File: src/sv/sts_pkg.sv
package sts_pkg;

    // Fixed field widths
    localparam int PASS_W     = 32;
    localparam int CFG_IDX_W  = 3;
    localparam int CFG_DATA_W = 8;
    localparam int COUNT_W    = 3;
    localparam int CHOSEN_W   = 2;

    // Default build parameters
    localparam int DEF_NUM_ENTRIES = 4;
    localparam int DEF_TICKET_BITS = 8;

    // Number of entries that own a ticket register
    localparam int TICKET_REGS = 4;

    // Reset value of the entry count register
    localparam int COUNT_RESET = 4;

    // Register indexes
    localparam logic [CFG_IDX_W-1:0] REG_ENTRY_COUNT  = 3'd0;
    localparam logic [CFG_IDX_W-1:0] REG_TICKETS_BASE = 3'd1;

    // Status from the stride unit to the scheduling core
    typedef struct packed {
        logic               busy;
        logic [COUNT_W-1:0] active;
    } t_stride_status;

endpackage

File: src/sv/stride_scheduler_top.sv
// Stride scheduler over up to NUM_ENTRIES entries.
// Channels (valid/ready, a word moves when both are high):
//   input  : i_in_valid / o_in_ready, field i_restart (one scheduling tick)
//   output : o_out_valid / i_out_ready, fields o_chosen_entry, o_pass_after,
//            o_cycle_done (one word per tick)
//   config : i_cfg_valid / o_cfg_ready, i_cfg_index, i_cfg_data; always ready.
//            Index 0 entry count, 1..4 ticket counts of entries 0..3.
// A tick accepted at a clock edge shows its result word in the cycle after.
// Throughput is one tick per cycle while the stride unit is idle and the
// receiver takes the words; the selection, the stride add and the equality
// check sit between the pass store and the result register.
// Strides are rebuilt by one multiplier per entry, one ticket per cycle, so
// after reset and after every register write o_in_ready stays low until
// the rebuild has stepped through all NUM_ENTRIES tickets.
// Reset clears all pass values, sets entry count 4 (capped at NUM_ENTRIES) and all tickets to 1.
// When the receiver stalls, the result word holds and a new tick is taken
// only in the cycle where the held word leaves.
module stride_scheduler_top import sts_pkg::*; #(
    parameter int NUM_ENTRIES = DEF_NUM_ENTRIES,
    parameter int TICKET_BITS = DEF_TICKET_BITS
) (
    input  logic                  i_clk,
    input  logic                  i_rst_n,
    input  logic                  i_in_valid,
    output logic                  o_in_ready,
    input  logic                  i_restart,
    output logic                  o_out_valid,
    input  logic                  i_out_ready,
    output logic [CHOSEN_W-1:0]   o_chosen_entry,
    output logic [PASS_W-1:0]     o_pass_after,
    output logic                  o_cycle_done,
    input  logic                  i_cfg_valid,
    output logic                  o_cfg_ready,
    input  logic [CFG_IDX_W-1:0]  i_cfg_index,
    input  logic [CFG_DATA_W-1:0] i_cfg_data
);

    t_stride_status                     status;
    logic [NUM_ENTRIES-1:0][PASS_W-1:0] stride;
    logic                               fire;

    assign o_cfg_ready = 1'b1;
    assign o_in_ready  = !status.busy && (!o_out_valid || i_out_ready);
    assign fire        = i_in_valid && o_in_ready;

    sts_stride_unit #(
        .NUM_ENTRIES (NUM_ENTRIES),
        .TICKET_BITS (TICKET_BITS)
    ) u_stride (
        .i_clk       (i_clk),
        .i_rst_n     (i_rst_n),
        .i_cfg_valid (i_cfg_valid),
        .i_cfg_index (i_cfg_index),
        .i_cfg_data  (i_cfg_data),
        .o_status    (status),
        .o_stride    (stride)
    );

    sts_sched_core #(
        .NUM_ENTRIES (NUM_ENTRIES)
    ) u_core (
        .i_clk          (i_clk),
        .i_rst_n        (i_rst_n),
        .i_fire         (fire),
        .i_restart      (i_restart),
        .i_status       (status),
        .i_stride       (stride),
        .i_out_ready    (i_out_ready),
        .o_out_valid    (o_out_valid),
        .o_chosen_entry (o_chosen_entry),
        .o_pass_after   (o_pass_after),
        .o_cycle_done   (o_cycle_done)
    );

endmodule

File: src/sv/sts_stride_unit.sv
module sts_stride_unit import sts_pkg::*; #(
    parameter int NUM_ENTRIES = DEF_NUM_ENTRIES,
    parameter int TICKET_BITS = DEF_TICKET_BITS
) (
    input  logic                                i_clk,
    input  logic                                i_rst_n,
    input  logic                                i_cfg_valid,
    input  logic [CFG_IDX_W-1:0]                i_cfg_index,
    input  logic [CFG_DATA_W-1:0]               i_cfg_data,
    output t_stride_status                      o_status,
    output logic [NUM_ENTRIES-1:0][PASS_W-1:0]  o_stride
);

    localparam int TREG = (NUM_ENTRIES < TICKET_REGS) ? NUM_ENTRIES : TICKET_REGS;
    localparam int K_W  = (NUM_ENTRIES > 1) ? $clog2(NUM_ENTRIES) : 1;
    localparam int ACTIVE_RESET = (COUNT_RESET < NUM_ENTRIES) ? COUNT_RESET : NUM_ENTRIES;

    logic [TREG-1:0][TICKET_BITS-1:0]       r_tickets;
    logic [COUNT_W-1:0]                     r_active;
    logic [COUNT_W-1:0]                     n_active;
    logic                                   r_busy;
    logic [K_W-1:0]                         r_k;
    logic [NUM_ENTRIES-1:0][PASS_W-1:0]     r_acc;
    logic [NUM_ENTRIES-1:0][PASS_W-1:0]     n_acc;
    logic [NUM_ENTRIES-1:0][TICKET_BITS-1:0] tk_all;
    logic [TICKET_BITS-1:0]                 tk_sel;

    // Clamp a written entry count to 1..NUM_ENTRIES
    always_comb begin
        if (i_cfg_data[COUNT_W-1:0] == '0) begin
            n_active = COUNT_W'(1);
        end else if (i_cfg_data[COUNT_W-1:0] > COUNT_W'(NUM_ENTRIES)) begin
            n_active = COUNT_W'(NUM_ENTRIES);
        end else begin
            n_active = i_cfg_data[COUNT_W-1:0];
        end
    end

    // Ticket per entry; entries without a register count as one ticket
    always_comb begin
        for (int j = 0; j < NUM_ENTRIES; j++) begin
            if (j < TREG) begin
                tk_all[j] = r_tickets[j];
            end else begin
                tk_all[j] = TICKET_BITS'(1);
            end
        end
        tk_sel = tk_all[r_k];
    end

    // One multiply per lane per step: lane e skips its own ticket and inactive ones
    always_comb begin
        for (int e = 0; e < NUM_ENTRIES; e++) begin
            if ((r_k == K_W'(e)) || (COUNT_W'(r_k) >= r_active)) begin
                n_acc[e] = r_acc[e];
            end else begin
                n_acc[e] = PASS_W'(r_acc[e] * tk_sel);
            end
        end
    end

    // Configuration registers
    always_ff @(posedge i_clk) begin
        if (!i_rst_n) begin
            r_active <= COUNT_W'(ACTIVE_RESET);
            for (int t = 0; t < TREG; t++) begin
                r_tickets[t] <= TICKET_BITS'(1);
            end
        end else if (i_cfg_valid) begin
            if (i_cfg_index == REG_ENTRY_COUNT) begin
                r_active <= n_active;
            end
            for (int t = 0; t < TREG; t++) begin
                if (i_cfg_index == REG_TICKETS_BASE + CFG_IDX_W'(t)) begin
                    r_tickets[t] <= TICKET_BITS'(i_cfg_data);
                end
            end
        end
    end

    // Stride sequencer: restarts after reset and after every register write
    always_ff @(posedge i_clk) begin
        if (!i_rst_n || i_cfg_valid) begin
            r_busy <= 1'b1;
            r_k    <= '0;
            for (int e = 0; e < NUM_ENTRIES; e++) begin
                r_acc[e] <= PASS_W'(1);
            end
        end else if (r_busy) begin
            r_acc <= n_acc;
            if (r_k == K_W'(NUM_ENTRIES - 1)) begin
                r_busy <= 1'b0;
            end else begin
                r_k <= r_k + K_W'(1);
            end
        end
    end

    assign o_status.busy   = r_busy;
    assign o_status.active = r_active;
    assign o_stride        = r_acc;

endmodule

File: src/sv/sts_sched_core.sv
module sts_sched_core import sts_pkg::*; #(
    parameter int NUM_ENTRIES = DEF_NUM_ENTRIES
) (
    input  logic                               i_clk,
    input  logic                               i_rst_n,
    input  logic                               i_fire,
    input  logic                               i_restart,
    input  t_stride_status                     i_status,
    input  logic [NUM_ENTRIES-1:0][PASS_W-1:0] i_stride,
    input  logic                               i_out_ready,
    output logic                               o_out_valid,
    output logic [CHOSEN_W-1:0]                o_chosen_entry,
    output logic [PASS_W-1:0]                  o_pass_after,
    output logic                               o_cycle_done
);

    localparam int IDX_W = (NUM_ENTRIES > 1) ? $clog2(NUM_ENTRIES) : 1;

    logic [NUM_ENTRIES-1:0][PASS_W-1:0] r_pass;
    logic [NUM_ENTRIES-1:0][PASS_W-1:0] eff;
    logic [NUM_ENTRIES-1:0][PASS_W-1:0] upd;
    logic [IDX_W-1:0]                   run;
    logic [PASS_W-1:0]                  newpass;
    logic                               all_eq;
    logic                               r_out_valid;
    logic [IDX_W-1:0]                   r_chosen;
    logic [PASS_W-1:0]                  r_pass_after;
    logic                               r_done;

    // Restart clears passes before selection
    always_comb begin
        for (int i = 0; i < NUM_ENTRIES; i++) begin
            eff[i] = i_restart ? '0 : r_pass[i];
        end
    end

    // Smallest active pass, lowest index wins ties
    always_comb begin
        run = '0;
        for (int i = 1; i < NUM_ENTRIES; i++) begin
            if ((COUNT_W'(i) < i_status.active) && (eff[i] < eff[run])) begin
                run = IDX_W'(i);
            end
        end
    end

    // Advance the chosen pass and look for the end of a cycle
    always_comb begin
        newpass = eff[run] + i_stride[run];
        for (int i = 0; i < NUM_ENTRIES; i++) begin
            upd[i] = (IDX_W'(i) == run) ? newpass : eff[i];
        end
        all_eq = 1'b1;
        for (int i = 1; i < NUM_ENTRIES; i++) begin
            if ((COUNT_W'(i) < i_status.active) && (upd[i] != upd[0])) begin
                all_eq = 1'b0;
            end
        end
    end

    // Pass store
    always_ff @(posedge i_clk) begin
        if (!i_rst_n) begin
            r_pass <= '0;
        end else if (i_fire) begin
            r_pass <= all_eq ? '0 : upd;
        end
    end

    // Result word register
    always_ff @(posedge i_clk) begin
        if (!i_rst_n) begin
            r_out_valid <= 1'b0;
        end else if (i_fire) begin
            r_out_valid <= 1'b1;
        end else if (i_out_ready) begin
            r_out_valid <= 1'b0;
        end
    end

    always_ff @(posedge i_clk) begin
        if (i_fire) begin
            r_chosen     <= run;
            r_pass_after <= newpass;
            r_done       <= all_eq;
        end
    end

    assign o_out_valid    = r_out_valid;
    assign o_chosen_entry = CHOSEN_W'(r_chosen);
    assign o_pass_after   = r_pass_after;
    assign o_cycle_done   = r_done;

endmodule

File: config.mk
export PLATFORM = sky130hd
export DESIGN_NAME = stride_scheduler_top
export DESIGN_NICKNAME = d
export VERILOG_FILES = /design/src/sv/sts_pkg.sv /design/src/sv/stride_scheduler_top.sv /design/src/sv/sts_stride_unit.sv /design/src/sv/sts_sched_core.sv
export SDC_FILE = /design/constraint.sdc
export NUM_CORES = 2
export LEC_CHECK = 0
export BUFFER_PORTS_ARGS = -buffer_cell sky130_fd_sc_hd__buf_2
export CAP_MARGIN = 20
export CORE_MARGIN = 4
export CORE_UTILIZATION = 45
export DETAILED_ROUTE_END_ITERATION = 6
export GPL_ROUTABILITY_DRIVEN = 0
export PLACE_DENSITY_LB_ADDON = 0.2
export SLEW_MARGIN = 15
export SYNTH_ARGS = -nofsm -noshare
export SYNTH_HDL_FRONTEND = slang
export SYNTH_SLANG_ARGS = --single-unit
File: constraint.sdc
create_clock -name i_clk -period 17.6 [get_ports i_clk]
set_input_delay 2.64 -clock i_clk [delete_from_list [all_inputs] [get_ports i_clk]]
set_output_delay 2.64 -clock i_clk [all_outputs]
set_load 0.02 [all_outputs]
* After elaboration in Yosys (flattened, before gate mapping)
Cells that the tools add are included.
W data, S select, Z words.
** Word-level totals
- Register bits :: 330
- Input bits :: 17
- Output and inout port bits :: 38
- Word-level logic and storage cells :: 118
** Operators by class
- $add $sub $neg :: 2
- $mul :: 4
- Order comparisons :: 12
- Equal/unequal tests :: 13
- Muxes and demuxes :: 31
- Bitwise operators :: 5
- Reduce and logical (&&, ||, !) cells :: 32
** Operators with widths (count)
- $mux W32 :: 12
- $bmux W32 S2 :: 4
- $mul A32 B8 Y32 :: 4
- $mux W128 :: 1
- $lt A32 B32 Y1 :: 3
- $ne A32 B32 Y1 :: 3
- $add A32 B32 Y32 :: 1
- $reduce_and A2 Y1 :: 10
- $bmux W8 S2 :: 1
- $lt A2 B3 Y1 const B :: 3
- $logic_and A1 B1 Y1 :: 8
- $mux W1 :: 8
- $mux W8 :: 1
- $eq A3 B2 Y1 const B :: 2
- $logic_not A3 Y1 :: 2
- $logic_or A1 B1 Y1 :: 6
- $lt A2 B3 Y1 const A :: 2
- $mux W3 :: 2
- $not A1 Y1 :: 5
- $eq A2 B2 Y1 const A :: 2
- $eq A2 B2 Y1 const B :: 2
- $logic_not A2 Y1 :: 2
- $mux W2 :: 2
- $eq A3 B1 Y1 const B :: 1
- 10 further kinds :: 12

* Depth between registers and ports, before layout
- Depth after elaboration :: 24
- Gate-level depth with buffers :: 68
- Depth with buffers taken out :: 50

* By module
From an unflattened synthesis, not the netlist that was laid out.
** Unflattened totals
- Cell total of the unflattened synthesis :: 5864
- Area, all modules :: 48701.7 µm²
** Modules (own cells, without submodules)
- sts_stride_unit :: instances 1, cells each 3671, area an instance 32281.0 µm², sequential area each 3323.2 µm²
- sts_sched_core :: instances 1, cells each 2188, area an instance 16379.5 µm², sequential area each 3633.5 µm²
- stride_scheduler_top :: instances 1, cells each 5, area an instance 41.3 µm², sequential area each 0.0 µm²

* Least setup slack after synthesis
Ideal clock, no wire load.
- Kind :: input -> register
- From :: input port i_restart
- To :: register u_core.r_pass[79] in the netlist's numbering
- Arrival :: 17.193 ns
- Required time :: 17.477 ns
- Setup slack :: 0.284 ns
- Stages :: 64
- Cell sequence :: clkbuf_1 clkbuf_1 clkbuf_1 clkbuf_1 clkbuf_1 clkbuf_1 clkbuf_1 nor2b_1 ha_1 and3_1 a221o_1 o2111a_1 o311a_4 nor2_1 clkbuf_1 buf_1 nor2_1 a21oi_1 (+28 left out) o31ai_1 a21oi_1 o31ai_1 o41ai_1 xnor2_1 mux2i_1 xnor2_1 a31oi_1 or4_1 a2111oi_0 nand3_1 nor4_2 o221ai_2 nand4b_1 buf_4 buf_6 buf_12 o21ai_2
** Between the ends
- Cells in the longest elaborated chain, start to end :: 24
- Elaborated cells between the ends (all ways) :: 40
** Ends and longest elaborated chain
- from (decl) :: RTL line stride_scheduler_top.sv:26 : input logic i_restart,
- $mux W32 :: RTL line sts_sched_core.sv:33 : eff[i] = i_restart ? '0 : r_pass[i];
- $lt A32 B32 Y1 :: RTL line sts_sched_core.sv:41 : if ((COUNT_W'(i) < i_status.active) && (eff[i] < eff[run])) begin
- $logic_and A1 B1 Y1 :: RTL line sts_sched_core.sv:41
- $mux W1 :: RTL line sts_sched_core.sv:41
- $bmux W32 S2 :: RTL line sts_sched_core.sv:41
- $mux W32 (implied by the code) :: RTL line sts_sched_core.sv:41
- $lt A32 B32 Y1 :: RTL line sts_sched_core.sv:41
- $logic_and A1 B1 Y1 :: RTL line sts_sched_core.sv:41
- (+8 left out)
- $add A32 B32 Y32 * :: RTL line sts_sched_core.sv:49 : newpass = eff[run] + i_stride[run];
- named net u_core.newpass[22] :: RTL line sts_sched_core.sv:23 : logic [PASS_W-1:0] newpass;
- $mux W32 :: RTL line sts_sched_core.sv:51 : upd[i] = (IDX_W'(i) == run) ? newpass : eff[i];
- $ne A32 B32 Y1 :: RTL line sts_sched_core.sv:55 : if ((COUNT_W'(i) < i_status.active) && (upd[i] != upd[0])) begin
- $logic_and A1 B1 Y1 :: RTL line sts_sched_core.sv:55
- $mux W1 (2 in a row) :: RTL line sts_sched_core.sv:55
- $mux W1 * :: RTL line sts_sched_core.sv:55
- $mux W128 * :: RTL line sts_sched_core.sv:66 : r_pass <= all_eq ? '0 : upd;
- to (signal assigned) :: RTL line sts_sched_core.sv:66
- to (decl) :: RTL line sts_sched_core.sv:19 : logic [NUM_ENTRIES-1:0][PASS_W-1:0] r_pass;
Mark *: on every way through the listed nets, which the timed path passes. The rest lies on a longest branch. The select of a mux whose other input is x is not followed.
A chain may end at the register's enable or synchronous reset.

* Worst setup path after layout
- From :: input port i_restart
- To :: register u_core.r_pass[103] in the netlist's numbering
** Between the ends
- Cells in the longest elaborated chain, start to end :: 24
- Elaborated cells between the ends (all ways) :: 40
** Ends and longest elaborated chain (RTL line)
- $mux W32 :: sts_sched_core.sv:33
- $lt A32 B32 Y1 :: sts_sched_core.sv:41
- $logic_and A1 B1 Y1 :: sts_sched_core.sv:41
- $mux W1 :: sts_sched_core.sv:41
- $bmux W32 S2 :: sts_sched_core.sv:41
- $mux W32 (implied by the code) :: sts_sched_core.sv:41
- $lt A32 B32 Y1 :: sts_sched_core.sv:41
- $logic_and A1 B1 Y1 :: sts_sched_core.sv:41
- (+6 left out)
- $bmux W32 S2 :: sts_sched_core.sv:49
- $mux W32 (implied by the code) :: sts_sched_core.sv:49
- $add A32 B32 Y32 :: sts_sched_core.sv:49
- $mux W32 :: sts_sched_core.sv:51
- $ne A32 B32 Y1 :: sts_sched_core.sv:55
- $logic_and A1 B1 Y1 :: sts_sched_core.sv:55
- $mux W1 (3 in a row) :: sts_sched_core.sv:55
- $mux W128 * :: sts_sched_core.sv:66
Every way passes the cells marked *; elsewhere a longest branch is shown, timed or not. The select of a mux whose other input is x is not followed.

==> run_summary.xml <==
<?xml version="1.0" encoding="UTF-8"?>
<metrics>
  <group name="run_status">
    <metric name="outcome" unit="">finished, violations left</metric>
    <metric name="violations" unit="">design-rule violations</metric>
  </group>
  <group name="floorplanning">
    <metric name="rows" unit="">119</metric>
    <metric name="core-area" unit="um2">105000</metric>
    <metric name="chipWidth" unit="um">334</metric>
    <metric name="num_io_pins" unit="">55</metric>
    <metric name="start_util" unit="">0.453</metric>
    <metric name="die_h" unit="um">334</metric>
    <metric name="die_area" unit="um2">111000</metric>
  </group>
  <group name="drt">
    <metric name="route.vias.total" unit="">40900</metric>
    <metric name="drcViolationCount" unit="">5</metric>
    <metric name="wl_per_cell" unit="um">21.0</metric>
    <metric name="drt-pass1-iter-count" unit="">7</metric>
    <metric name="wl" unit="mm">151</metric>
    <metric name="via_density_per_instance" unit="">5.69</metric>
    <metric name="ant_nets" unit="">0</metric>
    <metric name="drt_iter0_drc" unit="">3846</metric>
  </group>
  <group name="worst_setup_path">
    <metric name="critical_path_class" unit="">input pin to flop</metric>
    <metric name="critical_path.top_delay_family" unit="">compound AO/OA/AOI/OAI gates</metric>
    <metric name="crit_slowest_cell" unit="">nor4_1</metric>
    <metric name="cp_data_arrival_time" unit="ns">17.18</metric>
    <metric name="setup.reg_to_reg.worst_slack" unit="ns">2.98</metric>
    <metric name="worstPathMaxFanout" unit="">114</metric>
    <metric name="worstPathRequired" unit="ns">18.07</metric>
    <metric name="cp_slowest_stage_delay" unit="ns">0.67</metric>
    <metric name="cp_common_cell" unit="">a21oi_1</metric>
    <metric name="crit_path_start_kind" unit="">input pin</metric>
    <metric name="regToRegStartpoint" unit="">u_core.r_pass[2]</metric>
    <metric name="reg2reg_to" unit="">u_core.r_pass[103]</metric>
    <metric name="reg2reg_depth" unit="">53</metric>
    <metric name="timing.critical_path.buf_inv" unit="">10</metric>
    <metric name="worstSetupEndpointType" unit="">flop</metric>
  </group>
  <group name="logic_synthesis">
    <metric name="synth_top_cells_by_area" unit="">fa_1 26%, dfxtp_1 12%, nand2_1 8.2%</metric>
    <metric name="synth-edff-count" unit="">35</metric>
    <metric name="synth_warnings" unit="">0</metric>
    <metric name="synthFlopType" unit="">dfxtp_1</metric>
    <metric name="post_synth_inst_count" unit="">5940</metric>
    <metric name="yosys_register_bits" unit="">330</metric>
    <metric name="synth.lib_cells_used.distinct" unit="">94</metric>
    <metric name="asyncSetResetFlopFracSynth" unit="">0</metric>
    <metric name="postSynthAreaPerCell" unit="um2">8.03</metric>
    <metric name="synth_top_cell_area_share" unit="">0.262</metric>
    <metric name="syn_nets" unit="">6872</metric>
    <metric name="synth_sequential_area_ratio" unit="">0.146</metric>
    <metric name="post-synth-top-area-cell" unit="">fa_1</metric>
    <metric name="synth_area" unit="um2">47700</metric>
  </group>
  <group name="power">
    <metric name="p_per_area" unit="nW/um2">37.9</metric>
    <metric name="total_power" unit="W">0.00193</metric>
    <metric name="power.ir.vdd_worst" unit="uV">74.8</metric>
    <metric name="total_leakage_power" unit="nW">19.0</metric>
  </group>
  <group name="place">
    <metric name="buffer_ports.inserted" unit="">53</metric>
    <metric name="post-place-ws" unit="ns">0.457</metric>
    <metric name="place_hpwl" unit="mm">114</metric>
  </group>
  <group name="cells_and_area">
    <metric name="nets" unit="">6700</metric>
    <metric name="layout-drive-gt1-share" unit="">0.0617</metric>
    <metric name="antenna_cells" unit="">0</metric>
    <metric name="layout.filler_cells" unit="">10300</metric>
    <metric name="area_growth_syn_to_layout" unit="%">6.79</metric>
  </group>
  <group name="clock_tree">
    <metric name="clk_pin_slew_worst_paths" unit="ns">0.06</metric>
    <metric name="clock_sinks" unit="">330</metric>
    <metric name="ctsRootBufferMaster" unit="">clkbuf_16</metric>
    <metric name="cts_htree_levels" unit="">2</metric>
    <metric name="tritoncts.num_buffers" unit="">46</metric>
    <metric name="maximum_clock_path_buffer_count" unit="">3</metric>
    <metric name="worstSkewPairLatency" unit="ns">0.63</metric>
    <metric name="cts.repair_timing.setup_buffer_count" unit="">0</metric>
    <metric name="cts.repair.resized" unit="">0</metric>
    <metric name="cts_tree" unit="">built</metric>
    <metric name="cts.hold.buffers_added" unit="">0</metric>
  </group>
  <group name="worst_hold_path">
    <metric name="worstHoldPathType" unit="">flop to flop</metric>
    <metric name="min_delay_worst_endpoint" unit="">u_core.r_pass[112]</metric>
    <metric name="hp-start" unit="">u_core.r_pass[112]</metric>
    <metric name="timing.hold.worst_path_depth" unit="">2</metric>
  </group>
  <group name="grt">
    <metric name="grt_antenna_before_repair" unit="">2</metric>
    <metric name="grt_first_pass_wirelength" unit="mm">240</metric>
    <metric name="globalRoute.totalOverflow" unit="">0</metric>
    <metric name="groute.usage.overall" unit="">0.272</metric>
    <metric name="vias_in_the_first_global_route" unit="">40900</metric>
    <metric name="maximum_number_of_pins_on_one_net_before_global_route_repair" unit="">115</metric>
  </group>
  <group name="sta">
    <metric name="timing.final.max_slew_violations" unit="">0</metric>
    <metric name="setup_ws_post_layout" unit="ns">0.896</metric>
    <metric name="setup_viol" unit="">0</metric>
    <metric name="final.period_utilization" unit="">0.949</metric>
    <metric name="fmax" unit="GHz">0.0599</metric>
    <metric name="slew_headroom" unit="">0.297</metric>
    <metric name="grt_setup_unrepaired" unit="">no</metric>
    <metric name="actual_slew_at_the_worst_max_slew_pin" unit="ns">1.05</metric>
    <metric name="hold-worst-slack" unit="ns">0.444</metric>
    <metric name="final.setup_skew" unit="ns">0.0202</metric>
    <metric name="layout_min_cycle_time" unit="ns">16.70</metric>
    <metric name="setup_tns" unit="ns">0</metric>
    <metric name="final-hold-violation-count" unit="">0</metric>
  </group>
  <group name="run">
    <metric name="max-cap-violations" unit="">0</metric>
  </group>
</metrics>
## state kept, by name, summed over array words and instances (netlist names)
signal / count
u_core.o_cycle_done: 1
u_core.r_pass: 128
u_stride.r_busy: 1
u_core.o_pass_after: 32
u_stride.r_active: 3
u_stride.r_tickets: 32
u_core.o_out_valid: 1
u_core.o_chosen_entry: 2
u_stride.r_k: 2
u_stride.o_stride: 128
## layout by cell type (no fill, tap or decap), types with 10 or more instances in the layout
| master | n |
|---|---|
| nor2_1 | 298 |
| nand4_1 | 33 |
| or3_1 | 27 |
| buf_2 | 52 |
| o22ai_1 | 15 |
| nand2b_1 | 56 |
| o211ai_1 | 28 |
| edfxtp_1 | 35 |
| a21oi_1 | 413 |
| and3_1 | 26 |
| o41ai_1 | 11 |
| nand2_1 | 1039 |
| and2_1 | 393 |
| buf_4 | 135 |
| o21bai_1 | 12 |
| a31oi_1 | 20 |
| o21ai_2 | 21 |
| o31ai_1 | 12 |
| o2111ai_1 | 10 |
| dfxtp_1 | 295 |
| nand3b_1 | 11 |
| clkbuf_16 | 48 |
| nand3_1 | 82 |
| a21boi_0 | 41 |
| a21o_1 | 32 |
| a211o_1 | 11 |
| nor4_1 | 13 |
| nor2b_1 | 116 |
| nor3_1 | 74 |
| xnor2_1 | 230 |
| ha_1 | 290 |
| xor2_1 | 67 |
| mux2i_1 | 112 |
| a2111oi_0 | 14 |
| o21ai_0 | 278 |
| or2_2 | 20 |
| o21a_1 | 21 |
| inv_1 | 581 |
| fa_1 | 625 |
| a211oi_1 | 29 |
## final cells by class
type | count | area [um2] | area share
multi-input combinational | 4613 | 37000 | 0.727
sequential | 330 | 6960 | 0.137
inverter | 586 | 2200 | 0.0432
tap | 1391 | 1740 | 0.0342
timing repair buffer | 191 | 1360 | 0.0267
clock buffer | 58 | 1280 | 0.0251
clock inverter | 26 | 389 | 0.00764
## how the worst max path moves through the flow
stage,endpoint,from,cells past startpoint
5_1_grt,u_core.r_pass[108],i_restart,57
4_1_cts,u_core.r_pass[103],i_restart,54
3_3_place_gp,u_core.r_pass[109],i_restart,54
2_1_floorplan,u_core.r_pass[79],i_restart,64
6_report,u_core.r_pass[103],i_restart,56
3_5_place_dp,u_core.r_pass[99],i_restart,54
## through the flow
step,instances,cell area [um2],util
6_report,7195,50900,0.484
5_1_grt,7195,50900,0.484
4_1_cts,7193,50900,0.484
2_1_floorplan,5940,47700,-
3_5_place_dp,7109,49200,0.468
3_3_place_gp,7109,49200,0.468
## worst min-delay path: stages (launching register included)
cell and delay (ns):
dfxtp_1 0.32, nand2_1 0.04, o21ai_0 0.05
## power by group
group	switching, W	total [W]	internal [W]
Clock	0.000413	0.00106	0.000649
Sequential	0.00000666	0.000768	0.000761
Combinational	0.0000771	0.000101	0.0000234
Total	0.000496	0.00193	0.00143
## per-layer routing
layer,part of all wire,track usage,vias up
met1,0.43,0.367,20200
met4,0.050,0.110,4
met3,0.083,0.0551,372
li1,-,-,18800
met5,0.00015,0,-
met2,0.44,0.429,1572
## synthesized netlist by cell type (112+ instances only)
master and n:
xnor2_1 230, ha_1 290, o21ai_0 280, a21oi_1 413
nor2b_1 118, nor2_1 305, fa_1 625, dfxtp_1 295
mux2i_1 112, clkbuf_1 317, and2_1 394, inv_1 582
nand2_1 1040
## kinds of logic after synthesis
family,Yosys count,share of synthesized area
adders and majority gates,915,0.338
AOI/OAI and AO/OA,1051,0.134
DFF,330,0.146
muxes,121,0.0275
buffers and inverters,998,0.0809
xor gates and xnor gates,298,0.0549
other,1,0.0000786
and+or+nand+nor,2226,0.219
(Power assumes the default switching activity.)
